===== config.mk =====
export PLATFORM = sky130hd
export DESIGN_NAME = dhcp_option_extractor
export DESIGN_NICKNAME = d
export VERILOG_FILES = /design/src/rtl/dhcpox_pkg.sv /design/src/rtl/dhcpox_in_reg.sv /design/src/rtl/dhcpox_parser.sv /design/src/rtl/dhcpox_out_reg.sv /design/src/rtl/dhcp_option_extractor.sv
export SDC_FILE = /design/constraint.sdc
export NUM_CORES = 1
export LEC_CHECK = 0
export ABC_CLOCK_PERIOD_IN_PS = 6300
export BUFFER_PORTS_ARGS = -buffer_cell sky130_fd_sc_hd__buf_4
export CELL_PAD_IN_SITES_DETAIL_PLACEMENT = 2
export CELL_PAD_IN_SITES_GLOBAL_PLACEMENT = 2
export CORE_ASPECT_RATIO = 1.4
export CORE_MARGIN = 2
export CORE_UTILIZATION = 36
export DETAILED_ROUTE_END_ITERATION = 12
export GPL_TIMING_DRIVEN = 1
export PLACE_DENSITY_LB_ADDON = 0.1
export SYNTH_ARGS = -nofsm -noshare
export SYNTH_HDL_FRONTEND = slang
export SYNTH_HIERARCHICAL = 1
export SYNTH_SLANG_ARGS = --single-unit

===== constraint.sdc =====
create_clock -name clk -period 6.3 [get_ports clk]
set_input_delay 1.26 -clock clk [delete_from_list [all_inputs] [get_ports clk]]
set_output_delay 1.26 -clock clk [all_outputs]
set_load 0.05 [all_outputs]

===== src/rtl/dhcpox_pkg.sv =====
// ----------------------------------------------------------------------------
// DHCP option extractor package
// Shared word types, the parse state encoding and the option codes.
// ----------------------------------------------------------------------------
package dhcpox_pkg;

    // One byte of the options region together with its end-of-region mark.
    typedef struct packed {
        logic [7:0] option_byte;
        logic       last_byte;
    } in_word_t;

    // The summary emitted on the last byte of a region.
    typedef struct packed {
        logic [7:0]  message_type;
        logic [31:0] lease_time;
        logic [31:0] server_address;
        logic [31:0] subnet_mask;
        logic        message_found;
        logic        lease_found;
        logic        server_found;
        logic        mask_found;
        logic        is_offer;
        logic        is_ack;
    } out_word_t;

    // Position within the type-length-value walk.
    typedef enum logic [1:0] {
        PHASE_TYPE  = 2'd0,
        PHASE_LEN   = 2'd1,
        PHASE_VALUE = 2'd2,
        PHASE_DONE  = 2'd3
    } phase_t;

    // Which captured value the current option feeds.
    typedef enum logic [2:0] {
        SLOT_NONE   = 3'd0,
        SLOT_MSG    = 3'd1,
        SLOT_LEASE  = 3'd2,
        SLOT_SERVER = 3'd3,
        SLOT_MASK   = 3'd4
    } slot_t;

    // Bit positions in the found flags.
    localparam int unsigned FOUND_MSG    = 0;
    localparam int unsigned FOUND_LEASE  = 1;
    localparam int unsigned FOUND_SERVER = 2;
    localparam int unsigned FOUND_MASK   = 3;

    localparam logic [7:0] CODE_PAD     = 8'd0;
    localparam logic [7:0] CODE_END     = 8'hff;
    localparam logic [7:0] CODE_MESSAGE = 8'd53;
    localparam logic [7:0] CODE_LEASE   = 8'd51;
    localparam logic [7:0] CODE_SERVER  = 8'd54;
    localparam logic [7:0] CODE_MASK    = 8'd1;

    localparam logic [7:0] LEN_MESSAGE  = 8'd1;
    localparam logic [7:0] LEN_WORD     = 8'd4;

    localparam logic [7:0] MSG_OFFER    = 8'd2;
    localparam logic [7:0] MSG_ACK      = 8'd5;

endpackage


===== src/rtl/dhcpox_in_reg.sv =====
// ----------------------------------------------------------------------------
// DHCP option extractor input register
// Holds one incoming word until the parser consumes it.
// ----------------------------------------------------------------------------
module dhcpox_in_reg (
    input  logic                clk,
    input  logic                rst_n,
    input  logic                byte_valid,
    output logic                byte_stall,
    input  dhcpox_pkg::in_word_t byte_word,
    input  logic                consume,
    output logic                held_valid,
    output dhcpox_pkg::in_word_t held_word
);

    logic                 valid_reg;
    logic                 valid_next;
    dhcpox_pkg::in_word_t word_reg;
    logic                 accept;

    // A held word that is not consumed this cycle blocks the sender.
    assign byte_stall = valid_reg && !consume;
    assign accept     = byte_valid && !byte_stall;

    always_comb
    begin
        if (accept)
        begin
            valid_next = 1'b1;
        end
        else if (consume)
        begin
            valid_next = 1'b0;
        end
        else
        begin
            valid_next = valid_reg;
        end
    end

    always_ff @(posedge clk or negedge rst_n)
    begin
        if (!rst_n)
        begin
            valid_reg <= 1'b0;
        end
        else
        begin
            valid_reg <= valid_next;
        end
    end

    always_ff @(posedge clk)
    begin
        if (accept)
        begin
            word_reg <= byte_word;
        end
    end

    assign held_valid = valid_reg;
    assign held_word  = word_reg;

endmodule


===== src/rtl/dhcpox_parser.sv =====
// ----------------------------------------------------------------------------
// DHCP option extractor parser
// Walks the option list one byte per step and builds the region summary.
// ----------------------------------------------------------------------------
module dhcpox_parser (
    input  logic                  clk,
    input  logic                  rst_n,
    input  logic                  step,
    input  dhcpox_pkg::in_word_t  word,
    output logic                  fire,
    output dhcpox_pkg::out_word_t result
);

    dhcpox_pkg::phase_t phase_reg, phase_next;
    logic [7:0]         code_reg, code_next;
    logic [7:0]         remain_reg, remain_next;
    dhcpox_pkg::slot_t  slot_reg, slot_next;
    logic [31:0]        shift_reg, shift_next;
    logic [7:0]         msg_reg, msg_next;
    logic [31:0]        lease_reg, lease_next;
    logic [31:0]        server_reg, server_next;
    logic [31:0]        mask_reg, mask_next;
    logic [3:0]         found_reg, found_next;

    logic [7:0]         b;
    logic [7:0]         remain_dec;
    logic               value_end;
    logic               all_found;

    // Picks the slot for an option, or none when the code is unknown, the
    // length is wrong or the value was already captured.
    function automatic dhcpox_pkg::slot_t pick_slot(
        input logic [7:0] code,
        input logic [7:0] len,
        input logic [3:0] found
    );
        dhcpox_pkg::slot_t slot;
        slot = dhcpox_pkg::SLOT_NONE;
        if (code == dhcpox_pkg::CODE_MESSAGE && len == dhcpox_pkg::LEN_MESSAGE
            && !found[dhcpox_pkg::FOUND_MSG])
        begin
            slot = dhcpox_pkg::SLOT_MSG;
        end
        else if (code == dhcpox_pkg::CODE_LEASE && len == dhcpox_pkg::LEN_WORD
            && !found[dhcpox_pkg::FOUND_LEASE])
        begin
            slot = dhcpox_pkg::SLOT_LEASE;
        end
        else if (code == dhcpox_pkg::CODE_SERVER && len == dhcpox_pkg::LEN_WORD
            && !found[dhcpox_pkg::FOUND_SERVER])
        begin
            slot = dhcpox_pkg::SLOT_SERVER;
        end
        else if (code == dhcpox_pkg::CODE_MASK && len == dhcpox_pkg::LEN_WORD
            && !found[dhcpox_pkg::FOUND_MASK])
        begin
            slot = dhcpox_pkg::SLOT_MASK;
        end
        return slot;
    endfunction

    assign b          = word.option_byte;
    assign remain_dec = remain_reg - 8'd1;
    assign value_end  = (remain_dec == 8'd0);

    // Next phase.
    always_comb
    begin
        phase_next = phase_reg;
        unique case (phase_reg)
            dhcpox_pkg::PHASE_TYPE:
            begin
                if (b == dhcpox_pkg::CODE_END)
                begin
                    phase_next = dhcpox_pkg::PHASE_DONE;
                end
                else if (b != dhcpox_pkg::CODE_PAD)
                begin
                    phase_next = dhcpox_pkg::PHASE_LEN;
                end
            end
            dhcpox_pkg::PHASE_LEN:
            begin
                phase_next = (b == 8'd0) ? dhcpox_pkg::PHASE_TYPE
                                         : dhcpox_pkg::PHASE_VALUE;
            end
            dhcpox_pkg::PHASE_VALUE:
            begin
                if (value_end)
                begin
                    phase_next = dhcpox_pkg::PHASE_TYPE;
                end
            end
            dhcpox_pkg::PHASE_DONE:
            begin
                phase_next = dhcpox_pkg::PHASE_DONE;
            end
            default:
            begin
                phase_next = dhcpox_pkg::PHASE_TYPE;
            end
        endcase
    end

    // Datapath updates for the current phase.
    always_comb
    begin
        code_next   = code_reg;
        remain_next = remain_reg;
        slot_next   = slot_reg;
        shift_next  = shift_reg;
        msg_next    = msg_reg;
        lease_next  = lease_reg;
        server_next = server_reg;
        mask_next   = mask_reg;
        found_next  = found_reg;
        unique case (phase_reg)
            dhcpox_pkg::PHASE_TYPE:
            begin
                if (b != dhcpox_pkg::CODE_END && b != dhcpox_pkg::CODE_PAD)
                begin
                    code_next = b;
                end
            end
            dhcpox_pkg::PHASE_LEN:
            begin
                remain_next = b;
                slot_next   = pick_slot(code_reg, b, found_reg);
                shift_next  = 32'd0;
            end
            dhcpox_pkg::PHASE_VALUE:
            begin
                if (slot_reg != dhcpox_pkg::SLOT_NONE)
                begin
                    shift_next = {shift_reg[23:0], b};
                end
                remain_next = remain_dec;
                if (value_end)
                begin
                    unique case (slot_reg)
                        dhcpox_pkg::SLOT_MSG:
                        begin
                            msg_next = shift_next[7:0];
                            found_next[dhcpox_pkg::FOUND_MSG] = 1'b1;
                        end
                        dhcpox_pkg::SLOT_LEASE:
                        begin
                            lease_next = shift_next;
                            found_next[dhcpox_pkg::FOUND_LEASE] = 1'b1;
                        end
                        dhcpox_pkg::SLOT_SERVER:
                        begin
                            server_next = shift_next;
                            found_next[dhcpox_pkg::FOUND_SERVER] = 1'b1;
                        end
                        dhcpox_pkg::SLOT_MASK:
                        begin
                            mask_next = shift_next;
                            found_next[dhcpox_pkg::FOUND_MASK] = 1'b1;
                        end
                        default:
                        begin
                        end
                    endcase
                    slot_next = dhcpox_pkg::SLOT_NONE;
                end
            end
            default:
            begin
            end
        endcase
    end

    // The summary reflects the byte just parsed.
    assign all_found = &found_next;
    assign fire      = step && word.last_byte;

    always_comb
    begin
        result.message_type   = msg_next;
        result.lease_time     = lease_next;
        result.server_address = server_next;
        result.subnet_mask    = mask_next;
        result.message_found  = found_next[dhcpox_pkg::FOUND_MSG];
        result.lease_found    = found_next[dhcpox_pkg::FOUND_LEASE];
        result.server_found   = found_next[dhcpox_pkg::FOUND_SERVER];
        result.mask_found     = found_next[dhcpox_pkg::FOUND_MASK];
        result.is_offer       = all_found && (msg_next == dhcpox_pkg::MSG_OFFER);
        result.is_ack         = all_found && (msg_next == dhcpox_pkg::MSG_ACK);
    end

    // The last byte of a region returns everything to the reset state.
    always_ff @(posedge clk or negedge rst_n)
    begin
        if (!rst_n)
        begin
            phase_reg  <= dhcpox_pkg::PHASE_TYPE;
            code_reg   <= 8'd0;
            remain_reg <= 8'd0;
            slot_reg   <= dhcpox_pkg::SLOT_NONE;
            shift_reg  <= 32'd0;
            msg_reg    <= 8'd0;
            lease_reg  <= 32'd0;
            server_reg <= 32'd0;
            mask_reg   <= 32'd0;
            found_reg  <= 4'd0;
        end
        else if (step)
        begin
            if (word.last_byte)
            begin
                phase_reg  <= dhcpox_pkg::PHASE_TYPE;
                code_reg   <= 8'd0;
                remain_reg <= 8'd0;
                slot_reg   <= dhcpox_pkg::SLOT_NONE;
                shift_reg  <= 32'd0;
                msg_reg    <= 8'd0;
                lease_reg  <= 32'd0;
                server_reg <= 32'd0;
                mask_reg   <= 32'd0;
                found_reg  <= 4'd0;
            end
            else
            begin
                phase_reg  <= phase_next;
                code_reg   <= code_next;
                remain_reg <= remain_next;
                slot_reg   <= slot_next;
                shift_reg  <= shift_next;
                msg_reg    <= msg_next;
                lease_reg  <= lease_next;
                server_reg <= server_next;
                mask_reg   <= mask_next;
                found_reg  <= found_next;
            end
        end
    end

endmodule


===== src/rtl/dhcpox_out_reg.sv =====
// ----------------------------------------------------------------------------
// DHCP option extractor result register
// Holds a finished summary until the receiver takes it.
// ----------------------------------------------------------------------------
module dhcpox_out_reg (
    input  logic                  clk,
    input  logic                  rst_n,
    input  logic                  load,
    input  dhcpox_pkg::out_word_t load_word,
    output logic                  free,
    output logic                  result_valid,
    input  logic                  result_stall,
    output dhcpox_pkg::out_word_t result_word
);

    logic                  valid_reg;
    logic                  valid_next;
    dhcpox_pkg::out_word_t word_reg;

    // The register can take a new word when empty or being drained now.
    assign free       = !valid_reg || !result_stall;
    assign valid_next = load || (valid_reg && result_stall);

    always_ff @(posedge clk or negedge rst_n)
    begin
        if (!rst_n)
        begin
            valid_reg <= 1'b0;
        end
        else
        begin
            valid_reg <= valid_next;
        end
    end

    always_ff @(posedge clk)
    begin
        if (load)
        begin
            word_reg <= load_word;
        end
    end

    assign result_valid = valid_reg;
    assign result_word  = word_reg;

endmodule


===== src/rtl/dhcp_option_extractor.sv =====
// ----------------------------------------------------------------------------
// DHCP option extractor
// Parses the DHCP options region and reports the lease-related options.
// ----------------------------------------------------------------------------
// The byte channel (byte_valid, byte_stall, byte_word) carries the options
// region one byte per word, with last_byte set on its final byte. The result
// channel (result_valid, result_stall, result_word) carries one summary word
// per region: the message type, lease time, server address and subnet mask,
// a found flag for each, and the offer and ack verdicts.
// A byte word is captured in an input register and parsed from there and,
// if it closes the region, the summary lands in the result register, from
// which it is offered to the receiver. One byte word is taken every cycle
// while no last byte is held back by a waiting summary; the parser state
// update is a single step of short logic between the input and result
// registers.
// A stall on the result channel only holds back a last byte whose summary
// has nowhere to go; ordinary bytes keep flowing while a summary waits.
// Reset clears both channel registers and returns the parser to the start of
// a region with all captured values zero. After each last byte the parser
// returns to that same state, so every region is parsed on its own.
// ----------------------------------------------------------------------------
module dhcp_option_extractor (
    input  logic                  clk,
    input  logic                  rst_n,
    input  logic                  byte_valid,
    output logic                  byte_stall,
    input  dhcpox_pkg::in_word_t  byte_word,
    output logic                  result_valid,
    input  logic                  result_stall,
    output dhcpox_pkg::out_word_t result_word
);

    logic                  held_valid;
    dhcpox_pkg::in_word_t  held_word;
    logic                  out_free;
    logic                  consume;
    logic                  fire;
    dhcpox_pkg::out_word_t summary;

    // A held byte advances unless it closes the region and the result
    // register is still occupied by a summary the receiver has not taken.
    assign consume = held_valid && (!held_word.last_byte || out_free);

    dhcpox_in_reg u_in_reg (
        .clk        (clk),
        .rst_n      (rst_n),
        .byte_valid (byte_valid),
        .byte_stall (byte_stall),
        .byte_word  (byte_word),
        .consume    (consume),
        .held_valid (held_valid),
        .held_word  (held_word)
    );

    dhcpox_parser u_parser (
        .clk    (clk),
        .rst_n  (rst_n),
        .step   (consume),
        .word   (held_word),
        .fire   (fire),
        .result (summary)
    );

    dhcpox_out_reg u_out_reg (
        .clk          (clk),
        .rst_n        (rst_n),
        .load         (fire),
        .load_word    (summary),
        .free         (out_free),
        .result_valid (result_valid),
        .result_stall (result_stall),
        .result_word  (result_word)
    );

endmodule

==> summary.txt, run 1 <==
Run status
  • Run status: finished, final reports clean

Pwr
  • P_leak: 6.02 nW
  • Internal Power: 3.27 mW
  • Peak supply drop: 0.227 mV
  • Clock power share: 38.6%
  • Sw frac: 28.5%
  • P_sw: 1.30 mW
  • Pwr/cell area: 321 mW/mm^2
  • Sequential share of power: 46.0%
  • Gate power share: 15.3%

Setup path
  • Worst-path cell chain: inv_1 -> ha_1 -> and2b_2 -> nand3_1 -> nor2_4 -> buf_4 -> a21oi_2 -> buf_4 -> o2bb2ai_1
  • Slowest cell on crit path: ha_1
  • Crit path max fanout: 43
  • CP Capture Type: flop
  • Crit path required time: 6.70 ns
  • Max incr delay on CP: 0.64 ns
  • Crit path max-delay family: simple AND/OR/NAND/NOR gates
  • CP Launch Type: flop
  • Worst endpoint data arrival time: 3.99 ns
  • Worst path bufs/invs: 3
  • WS Path Type: flop to flop
  • CP most frequent cell: buf_4

Floorplanning
  • Starting density of the core: 36.6%
  • Row count: 78
  • Die ar.: 0.0344 mm^2
  • Chip height: 219 um
  • Ports: 125
  • Die width: 157 um
  • Placeable Area: 0.0324 mm^2

Clocking
  • Deepest clock path buffer count: 3
  • CTS tree: done
  • CTS H-tree lvls: 1
  • Cts repair resizes: 0
  • Clock sink total: 282
  • Root Driver: clkbuf_16
  • Post-CTS setup buffer count: 0
  • Clk slew on worst S/H paths: 0.06 ns
  • CTS Buf Count: 30
  • Hold Buf Count CTS: 0
  • Worst-skew pair later-pin latency: 0.56 ns

Yosys
  • Gate Count Post-Synth: 992
  • Top FF cell, synth: dfrtp_1
  • Unique masters post-synth: 57
  • Top cell type by total area after synthesis: dfrtp_1
  • Post-synth top area share: 34.4%
  • Top cells by area, synth: dfrtp_1 34%, edfxtp_1 30%, o2bb2ai_1 7.8%, o21ai_0 5.0%, mux2i_1 3.5%
  • Post-synth EDFFs: 119
  • Synth warnings: 6
  • Seq/Total Area, Yosys: 64.5%
  • Mean Syn Cell Area: 12.0 um^2
  • Synth Net Count: 1011
  • FF+latch count, synth: 282
  • Async SR Flop Fraction: 57.8%
  • Cell area after synthesis: 0.0119 mm^2

Routing
  • DR iter-0 viols: 359
  • Antenna-violating nets left: 0
  • Drt total wl: 35200 um
  • DR DRC count: 0
  • Vias per inst: 5.42
  • Detailed-route via count: 8468
  • DRT Pass-1 Iters: 4
  • Routed length per instance: 22.5 um

Placed design
  • Place WS: 2.69 ns
  • Routability cong.: 0.771
  • Detail Placement HPWL: 22600 um
  • Number of port buffers: 124

Layout
  • Antenna cells: 0
  • Share of layout cells above drive strength 1: 18.5%
  • Max FFs per register: 110
  • Nets: 1117
  • Filler cells: 3354
  • Area delta synth->final: 20.1%

Hold path
  • Hold Crit Class: flop to flop

Global route
  • GR Overflow Total: 0
  • Initial antenna violation count: 0
  • Met1 usage: 25.3%
  • Total GRT Usage: 21.0%
  • Met2 Usage GRT: 39.0%
  • First-pass GRT wire length: 55700 um
  • Met3 Track Usage GR: 2.32%
  • Vias in the first global route: 9434
  • GR peak layer: met2
  • Largest net degree at the start of global routing: 115

Timing
  • Tmin final: 3.59 ns
  • Measured slew at the worst slew-check pin: 1.27 ns
  • Max Clock Skew: 0.0102 ns
  • Worst slew margin: 14.8%
  • Max Freq: 279 MHz
  • Tcrit/Tclk final: 56.9%
  • Setup_tns: 0 ns
  • Count of final setup violators: 0
  • Worst setup margin: 2.71 ns
  • RSZ-0062 raised after global routing: no
  • Fin. Hold Viols: 0
  • Final Max Tran Viols: 0

Job
  • Max Cap Viol: 0
synthesized netlist by cell type, types with 3 or more instances:
library cell  count
clkbuf_1         39
nor4_1           22
nand2_1         110
nand4_1           6
a21oi_1          60
o2bb2ai_1       106
nor4bb_1          3
edfxtp_1        119
o21ai_0         119
nor2b_1          12
a31oi_1           4
inv_1            30
nor2_1           50
buf_2            22
mux2i_1          42
nand3_1           3
o211a_1           4
o31ai_1           4
mux2_2            6
nor3_1            6
nor3b_1           5
dfrtp_1         163
buf_1             7
or3_1             3
ha_1              6
layout make-up:
class | instances | area, um^2 | area share, %
Clock buffer | 47 | 855 | 6.00
Clock inverter | 9 | 128 | 0.896
Inverter | 30 | 113 | 0.791
Multi-Input combinational cell | 610 | 3840 | 27.0
Sequential cell | 282 | 7650 | 53.7
Tap cell | 440 | 551 | 3.87
Timing Repair Buffer | 144 | 1100 | 7.71
final timing paths:
| check | start | to | slack [ns] | cells after the start |
|---|---|---|---|---|
| max | u_parser/phase_reg[0] | u_parser/mask_reg[1] | 2.71 | 9 |
| min | u_parser/server_reg[15] | u_parser/server_reg[15] | 0.49 | 1 |
| max reg2reg | u_parser/phase_reg[0] | u_parser/mask_reg[1] | 2.71 | 9 |
| min reg2reg | u_parser/server_reg[15] | u_parser/server_reg[15] | 0.49 | 1 |
| max in group asynchronous | rst_n | u_parser/server_reg[3] | 4.33 | 2 |
| min in group asynchronous | rst_n | u_out_reg/result_valid | 0.72 | 1 |
per-stage QoR:
step / total power [mW] / util, % / std cells / hold slack [ns] / instance area, um^2
3_3_place_gp: 2.83 / 40.9 / 1506 / 0.462 / 13300
2_1_floorplan: 2.60 / - / 992 / 0.450 / 11900
4_1_cts: 4.64 / 43.9 / 1562 / 0.492 / 14200
3_5_place_dp: 2.85 / 40.9 / 1506 / 0.473 / 13300
5_1_grt: 4.77 / 43.9 / 1562 / 0.506 / 14200
6_report: 4.57 / 43.9 / 1562 / 0.486 / 14200
logic make-up (layout without fill, tap and decap cells):
group	after synthesis	count (layout)	share of synthesized area, %
multiplexers	48	48	4.12
AO/OA/AOI/OAI	313	313	17.3
adder cells (fa/ha/maj)	6	6	0.633
flip-flops	282	282	64.5
AND/OR/NAND/NOR	242	242	9.88
buffers and inverters	100	230	3.49
XOR/XNOR	1	1	0.0739
worst reg2reg max path, delay by kind of cell (launching register included):
kind / cells / cell delay, ns
flops: 1 / 0.42
simple gates: 3 / 0.99
fa+ha+maj: 1 / 0.64
compound gates: 2 / 0.47
buf+inv: 3 / 0.91
metal layers:
metal  up-vias  wire length (um)  share of wire (%)
met2       114             19200                 54
li1       3869                 -                  -
met5         -                 0                  0
met3        54               909                2.6
met1      4431             14200                 40
met4         0               863                2.5
cell usage in the layout, fill, tap and decap left out, types with 30 or more instances in the layout:
master | synthesis | routed
nand2_1 | 110 | 110
mux2i_1 | 42 | 42
inv_1 | 30 | 30
a21oi_1 | 60 | 59
o21ai_0 | 119 | 119
o2bb2ai_1 | 106 | 106
nor2_1 | 50 | 48
edfxtp_1 | 119 | 119
clkbuf_16 | 0 | 30
buf_4 | 1 | 142
dfrtp_1 | 163 | 163
power by group through the flow:
stage	clock network, mW	logic, mW	registers, mW
2_1_floorplan	0	0.310	2.29
3_3_place_gp	0	0.697	2.14
3_5_place_dp	0	0.709	2.14
4_1_cts	1.82	0.713	2.11
5_1_grt	1.89	0.758	2.12
6_report	1.77	0.701	2.11
(Power assumes the default switching activity.)
==> run 2: changes to the inputs <==
--- a/config.mk
+++ b/config.mk
@@ -5,7 +5,7 @@
 export SDC_FILE = /design/constraint.sdc
 export NUM_CORES = 1
 export LEC_CHECK = 0
-export ABC_CLOCK_PERIOD_IN_PS = 6300
+export ABC_CLOCK_PERIOD_IN_PS = 2900
 export BUFFER_PORTS_ARGS = -buffer_cell sky130_fd_sc_hd__buf_4
 export CELL_PAD_IN_SITES_DETAIL_PLACEMENT = 2
 export CELL_PAD_IN_SITES_GLOBAL_PLACEMENT = 2
==> constraint.sdc (replaced) <==
create_clock -name clk -period 2.9 [get_ports clk]
set_input_delay 0.58 -clock clk [delete_from_list [all_inputs] [get_ports clk]]
set_output_delay 0.58 -clock clk [all_outputs]
set_load 0.05 [all_outputs]
==> run 2 against run 1 <==
Design area up 2.6%. Register-to-register slack worse by 2.5 ns. Sequential share of layout area decreased by 1.4 points. Largest power group unchanged.
==> summary.txt, run 2 (synthesized netlist as in run 1, its figures left out) <==
Run status
  • Run status: finished, final reports clean

Placed design
  • Number of port buffers: 124 (unchanged)
  • Place WS: 0.184 ns (-2.50 ns)
  • Routability cong.: 0.781 (+1.3%)
  • Total placed cells including tap cells: 1536 (+2.0%)
  • Detail Placement HPWL: 23800 um (+5.4%)

Setup path
  • R2R depth: 9 (unchanged)
  • CP Capture Type: flop
  • FF-to-FF setup slack: 0.25 ns (-2.46 ns)
  • Crit path required time: 3.32 ns (-3.38 ns)
  • Worst path bufs/invs: 3 (unchanged)
  • Worst endpoint data arrival time: 3.07 ns (-0.92 ns)
  • Max incr delay on CP: 0.46 ns (-0.18 ns)
  • End of the worst register-to-register path: u_parser/mask_reg[24]
  • CP Launch Type: flop
  • Crit path max fanout: 32 (-26%)
  • Worst setup path startpoint: u_parser/remain_reg[0]
  • Worst-path cell chain: inv_1 -> ha_1 -> xnor2_1 -> nand4b_1 -> buf_4 -> nor2_4 -> a21oi_2 -> buf_4 -> o2bb2ai_1
  • WS Path Type: flop to flop
  • CP most frequent cell: buf_4
  • CP Depth: 9 (unchanged)
  • CP endpoint: u_parser/mask_reg[24]
  • Crit path max-delay family: buffers and inverters
  • Worst r2r src: u_parser/remain_reg[0]
  • Slowest cell on crit path: dfrtp_1

Global route
  • GR Overflow Total: 0 (unchanged)
  • Largest net degree at the start of global routing: 66 (-43%)
  • First-pass GRT wire length: 57000 um (+2.3%)
  • Vias in the first global route: 9474 (+0.42%)
  • Total GRT Usage: 21.7% (+0.69 points)
  • Initial antenna violation count: 0 (unchanged)

Layout
  • Commonest non-fill, non-tap cells in the layout: 163 x buf_4, 162 x dfrtp_1, 119 x edfxtp_1, 119 x o21ai_0, 109 x nand2_1
  • Commonest non-fill, non-tap cell in the layout: buf_4
  • Share of layout cells above drive strength 1: 22.0% (+3.4 points)
  • Non-Filler Instances: 1591 (+1.9%)
  • Antenna cells: 0 (unchanged)
  • Max FFs per register: 110 (unchanged)
  • Area delta synth->final: 23.2%
  • Nets: 1147 (+2.7%)

Clocking
  • Deepest clock path buffer count: 3 (unchanged)
  • Clk slew on worst S/H paths: 0.06 ns (about the same)
  • Post-CTS setup buffer count: 0 (unchanged)
  • CTS Buf Count: 29 (-3.3%)
  • Root Driver: clkbuf_16
  • Clock sink total: 282 (unchanged)
  • CTS tree: done
  • Worst-skew pair later-pin latency: 0.57 ns (about the same)
  • CTS H-tree lvls: 1 (unchanged)

Floorplanning
  • Ports: 125 (unchanged)
  • Starting density of the core: 36.6% (unchanged)
  • Die ar.: 0.0344 mm^2 (unchanged)
  • Die width: 157 um (unchanged)
  • Chip height: 219 um (unchanged)
  • Row count: 78 (unchanged)
  • Placeable Area: 0.0324 mm^2 (unchanged)

Timing
  • Tcrit/Tclk final: 91.3% (+34 points)
  • RSZ-0062 raised after global routing: no
  • Final Max Tran Viols: 0 (unchanged)
  • Hold WS: 0.186 ns (-0.300 ns)
  • Fin. Hold Viols: 0 (unchanged)
  • Count of final setup violators: 0 (unchanged)
  • Tmin final: 2.65 ns (-0.937 ns)
  • Setup_tns: 0 ns (unchanged)
  • Max Freq: 378 MHz (+35%)
  • Measured slew at the worst slew-check pin: 0.814 ns (-0.459 ns)
  • Max Clock Skew: 0.0145 ns (+0.00425 ns)
  • Worst slew margin: 44.2% (+29 points)
  • Worst setup margin: 0.251 ns (-2.46 ns)

Routing
  • Antenna-violating nets left: 0 (unchanged)
  • Drt total wl: 36300 um (+3.2%)
  • DRT Pass-1 Iters: 4 (unchanged)
  • DR iter-0 viols: 350 (-2.5%)
  • DR DRC count: 0 (unchanged)
  • Routed length per instance: 22.8 um (+1.3%)
  • Vias per inst: 5.40 (-0.41%)
  • Detailed-route via count: 8590 (+1.4%)

Pwr
  • Pwr/cell area: 688 mW/mm^2 (+110%)
  • Internal Power: 7.13 mW (+120%)
  • Clock power share: 38.9% (+0.3 points)
  • Sequential share of power: 45.6% (-0.4 points)
  • Peak supply drop: 0.450 mV (+98%)
  • Tot Pwr: 10.1 mW (+120%)
  • P_leak: 6.20 nW (+3.1%)
  • P_sw: 2.93 mW (+120%)
  • Sw frac: 29.1% (+0.63 points)
  • Gate power share: 15.6% (+0.3 points)

Job
  • Max Cap Viol: 0 (unchanged)

Hold path
  • Hold Crit Class: primary input to flop
## run 2: per-layer routing
layer	track usage (%)	vias to the layer above	wire (um)
met3	1.96	47	855
li1	-	3924	-
met5	0	-	0
met2	40.2	114	20000
met4	6.82	0	981
met1	26.3	4505	14500
## run 2: timing repair
item / in CTS / in global routing
hold endpoints to repair: 38 / 0
hold buffers: 1 / 0
gates resized for setup: 0 / 1
endpoints found under the setup margin: 0 / 6
## run 2: worst min-delay path by stage
stage	depth (start not counted)	to	slack, ns	start
2_1_floorplan	0	u_in_reg/held_valid	0.28	rst_n
4_1_cts	1	u_in_reg/held_word[3]	0.16	byte_word[3]
3_3_place_gp	2	u_parser/shift_reg[26]	0.46	u_parser/shift_reg[26]
6_report	1	u_in_reg/held_word[3]	0.19	byte_word[3]
3_5_place_dp	1	u_parser/server_reg[15]	0.47	u_parser/server_reg[15]
5_1_grt	1	u_in_reg/held_word[4]	0.17	byte_word[4]
## run 2: stage by stage
step	util (%)	cell area [um^2]
after floorplan	-	11900
after detailed placement	42.0	13600
after global routing	45.1	14600
final	45.1	14600
after global placement	42.0	13600
after CTS	45.1	14600
## run 2: cell type report
type / count / area, um^2
Tap cell: 440 / 551
Clock inverter: 20 / 218
Timing Repair Buffer: 175 / 1450
Clock buffer: 34 / 774
Sequential cell: 282 / 7650
Fill cell: 3346 / 17800
Multi-Input combinational cell: 610 / 3860
Inverter: 30 / 113
## run 2: power groups by stage
stage               Sequential [mW]  Clock, mW  Combinational, mW
finish                         4.58       3.91               1.56
global route                   4.61       4.15               1.71
CTS                            4.59       4.01               1.59
detailed placement             4.66          0               1.58
global placement               4.65          0               1.55
floorplan                      4.96          0              0.681
==> run 3: changes to the inputs <==
--- a/config.mk
+++ b/config.mk
@@ -7,14 +7,17 @@
 export LEC_CHECK = 0
 export ABC_CLOCK_PERIOD_IN_PS = 2900
 export BUFFER_PORTS_ARGS = -buffer_cell sky130_fd_sc_hd__buf_4
+export CAP_MARGIN = 20
 export CELL_PAD_IN_SITES_DETAIL_PLACEMENT = 2
 export CELL_PAD_IN_SITES_GLOBAL_PLACEMENT = 2
 export CORE_ASPECT_RATIO = 1.4
 export CORE_MARGIN = 2
 export CORE_UTILIZATION = 36
+export CTS_BUF_LIST = sky130_fd_sc_hd__clkbuf_8 sky130_fd_sc_hd__clkbuf_16
 export DETAILED_ROUTE_END_ITERATION = 12
 export GPL_TIMING_DRIVEN = 1
 export PLACE_DENSITY_LB_ADDON = 0.1
+export REMOVE_ABC_BUFFERS = 1
 export SYNTH_ARGS = -nofsm -noshare
 export SYNTH_HDL_FRONTEND = slang
 export SYNTH_HIERARCHICAL = 1
==> run 3 against run 2 <==
Count of clock-buffer cells in the layout up 4. Sequential share of layout area up 0.064 points. Register-to-register slack better by 0.03 ns. Setup slack better by 0.034 ns. Critical path depth down 1. Via count up 0.63%. Clock skew up 0.0048 ns. Core utilization down 0.062 points. Sequential cell count unchanged. Critical endpoint is now u_out_reg/result_word[109].
==> summary.txt, run 3 (synthesized netlist as in run 1, its figures left out) <==
Floorplanning
  • Starting density of the core: 36.6% (unchanged)
  • Chip height: 219 um (unchanged)
  • Ports: 125 (unchanged)
  • Placeable Area: 0.0324 mm^2 (unchanged)
  • Die ar.: 0.0344 mm^2 (unchanged)
  • Die width: 157 um (unchanged)
  • Row count: 78 (unchanged)

Pwr
  • Gate power share: 15.9% (+0.3 points)
  • P_sw: 2.91 mW (-0.70%)
  • Internal Power: 7.17 mW (+0.66%)
  • Pwr/cell area: 691 mW/mm^2 (+0.41%)
  • Sw frac: 28.8% (-0.28 points)
  • P_leak: 6.24 nW (+0.56%)
  • Clock power share: 38.7% (-0.2 points)
  • Sequential share of power: 45.4% (-0.2 points)
  • Peak supply drop: 0.488 mV (+8.5%)

Setup path
  • R2R depth: 8 (-1)
  • CP endpoint: u_out_reg/result_word[109]
  • Max incr delay on CP: 0.60 ns (+0.14 ns)
  • FF-to-FF setup slack: 0.28 ns (+0.03 ns)
  • CP most frequent cell: inv_1
  • CP Launch Type: flop
  • End of the worst register-to-register path: u_out_reg/result_word[109]
  • Slowest cell on crit path: or3_1
  • Crit path required time: 3.20 ns (-0.12 ns)
  • Crit path max fanout: 10 (-69%)
  • Worst r2r src: u_parser/remain_reg[1]
  • CP Capture Type: flop
  • Worst setup path startpoint: u_parser/remain_reg[1]
  • Worst endpoint data arrival time: 2.91 ns (-0.16 ns)
  • WS Path Type: flop to flop
  • Worst-path cell chain: inv_1 -> ha_1 -> nor4b_2 -> nand4b_1 -> or3_1 -> buf_4 -> mux2i_1 -> inv_1

Placed design
  • Place WS: 0.317 ns (+0.133 ns)
  • Detail Placement HPWL: 23200 um (-2.5%)
  • Routability cong.: 0.826 (+5.7%)
  • Number of port buffers: 124 (unchanged)

Clocking
  • Cts repair resizes: 0 (unchanged)
  • Worst-skew pair later-pin latency: 0.56 ns (about the same)
  • Clock sink total: 282 (unchanged)
  • CTS Buf Count: 30 (+3.4%)
  • Deepest clock path buffer count: 3 (unchanged)
  • CTS tree: done
  • CTS H-tree lvls: 1 (unchanged)
  • Root Driver: clkbuf_16
  • Clk slew on worst S/H paths: 0.06 ns (about the same)

Global route
  • First-pass GRT wire length: 56700 um (-0.51%)
  • Largest net degree at the start of global routing: 82 (+24%)
  • Total GRT Usage: 21.5% (-0.22 points)
  • Initial antenna violation count: 0 (unchanged)
  • Vias in the first global route: 9521 (+0.50%)
  • GR Overflow Total: 0 (unchanged)

Timing
  • Tcrit/Tclk final: 90.2% (-1.2 points)
  • Max Clock Skew: 0.0193 ns (+0.00479 ns)
  • Count of final setup violators: 0 (unchanged)
  • Worst setup margin: 0.285 ns (+0.0336 ns)
  • Worst slew margin: 47.2% (+3.0 points)
  • Max Freq: 382 MHz (+1.3%)
  • Tmin final: 2.62 ns (-0.0336 ns)
  • Fin. Hold Viols: 0 (unchanged)
  • Measured slew at the worst slew-check pin: 0.771 ns (-0.0434 ns)
  • Final Max Tran Viols: 0 (unchanged)
  • RSZ-0062 raised after global routing: no

Routing
  • DR DRC count: 0 (unchanged)
  • DR iter-0 viols: 319 (-8.9%)
  • Drt total wl: 36200 um (-0.45%)
  • Routed length per instance: 22.7 um (-0.45%)
  • DRT Pass-1 Iters: 4 (unchanged)
  • Antenna-violating nets left: 0 (unchanged)
  • Vias per inst: 5.43 (+0.63%)
  • Detailed-route via count: 8644 (+0.63%)

Layout
  • Commonest non-fill, non-tap cell in the layout: dfrtp_1
  • Max FFs per register: 110 (unchanged)
  • Commonest non-fill, non-tap cells in the layout: 163 x dfrtp_1, 162 x buf_4, 119 x edfxtp_1, 119 x o21ai_0, 110 x nand2_1
  • Area delta synth->final: 23.0%
  • Filler cells: 3292 (-1.6%)
  • Antenna cells: 0 (unchanged)
  • Share of layout cells above drive strength 1: 21.0% (-0.96 points)
  • Nets: 1146 (-0.087%)
  • Finished Core Util: 45.0% (-0.062 points)

Job
  • Max Cap Viol: 0 (unchanged)

Run status
  • Run status: finished, final reports clean

Hold path
  • Hold Crit Class: primary input to flop
==> run 3: worst min path at each step <==
stage                                      start                      to  slack [ns]  depth (start not counted)
after floorplan                            rst_n     u_in_reg/held_valid        0.28                          0
after global placement    u_parser/shift_reg[29]  u_parser/shift_reg[29]        0.46                          2
after detailed placement  u_parser/server_reg[9]  u_parser/server_reg[9]        0.47                          1
after CTS                           byte_word[6]   u_in_reg/held_word[6]        0.16                          1
after global routing                byte_word[2]   u_in_reg/held_word[2]        0.17                          1
final                               byte_word[0]   u_in_reg/held_word[0]        0.19                          1
==> run 3: metal layers <==
metal	vias up	track usage [%]	part of all wire [%]
li1	3919	-	-
met1	4540	26.6	41
met2	144	39.7	55
met3	41	2.24	3.0
met4	0	5.36	1.9
met5	-	0	0
==> run 3: worst max-delay path: cells and delay by family, from the launching register on <==
kind	cells	cell delay, ns
multiplexers	1	0.24
AND/OR/NAND/NOR	3	1.12
flip-flops	1	0.42
buffers and inverters	3	0.43
adder cells (fa/ha/maj)	1	0.16
==> run 3: timing repair <==
action / CTS / global route
hold buffers: 1 / 0
endpoints found under the hold margin: 39 / 0
buffers inserted: 0 / 0
==> run 3: cell type report <==
| class | instances | area, um^2 | area share, % |
|---|---|---|---|
| multi-input cells | 610 | 3840 | 26.3 |
| inverters | 30 | 113 | 0.772 |
| well taps | 440 | 551 | 3.77 |
| clock inverters | 18 | 134 | 0.918 |
| repair buffers | 173 | 1420 | 9.72 |
| flip-flops and latches | 282 | 7650 | 52.4 |
| clock buffers | 38 | 883 | 6.05 |
==> run 3: metrics by stage <==
step	cells	area (um^2)	TNS (ns)	hold WS (ns)	power [mW]
floorplan	922	11600	-1229.49	0.284	5.60
global placement	1534	13600	0	0.461	6.24
detailed placement	1534	13600	0	0.473	6.27
CTS	1591	14600	0	0.164	10.2
global route	1591	14600	0	0.167	10.5
finish	1591	14600	0	0.191	10.1
==> run 3: power by group through the flow <==
stage               Combinational, mW  Clock (mW)  Sequential [mW]
floorplan                       0.619           0             4.98
global placement                 1.59           0             4.65
detailed placement               1.62           0             4.66
CTS                              1.62        4.02             4.58
global route                     1.72        4.17             4.60
finish                           1.60        3.90             4.58
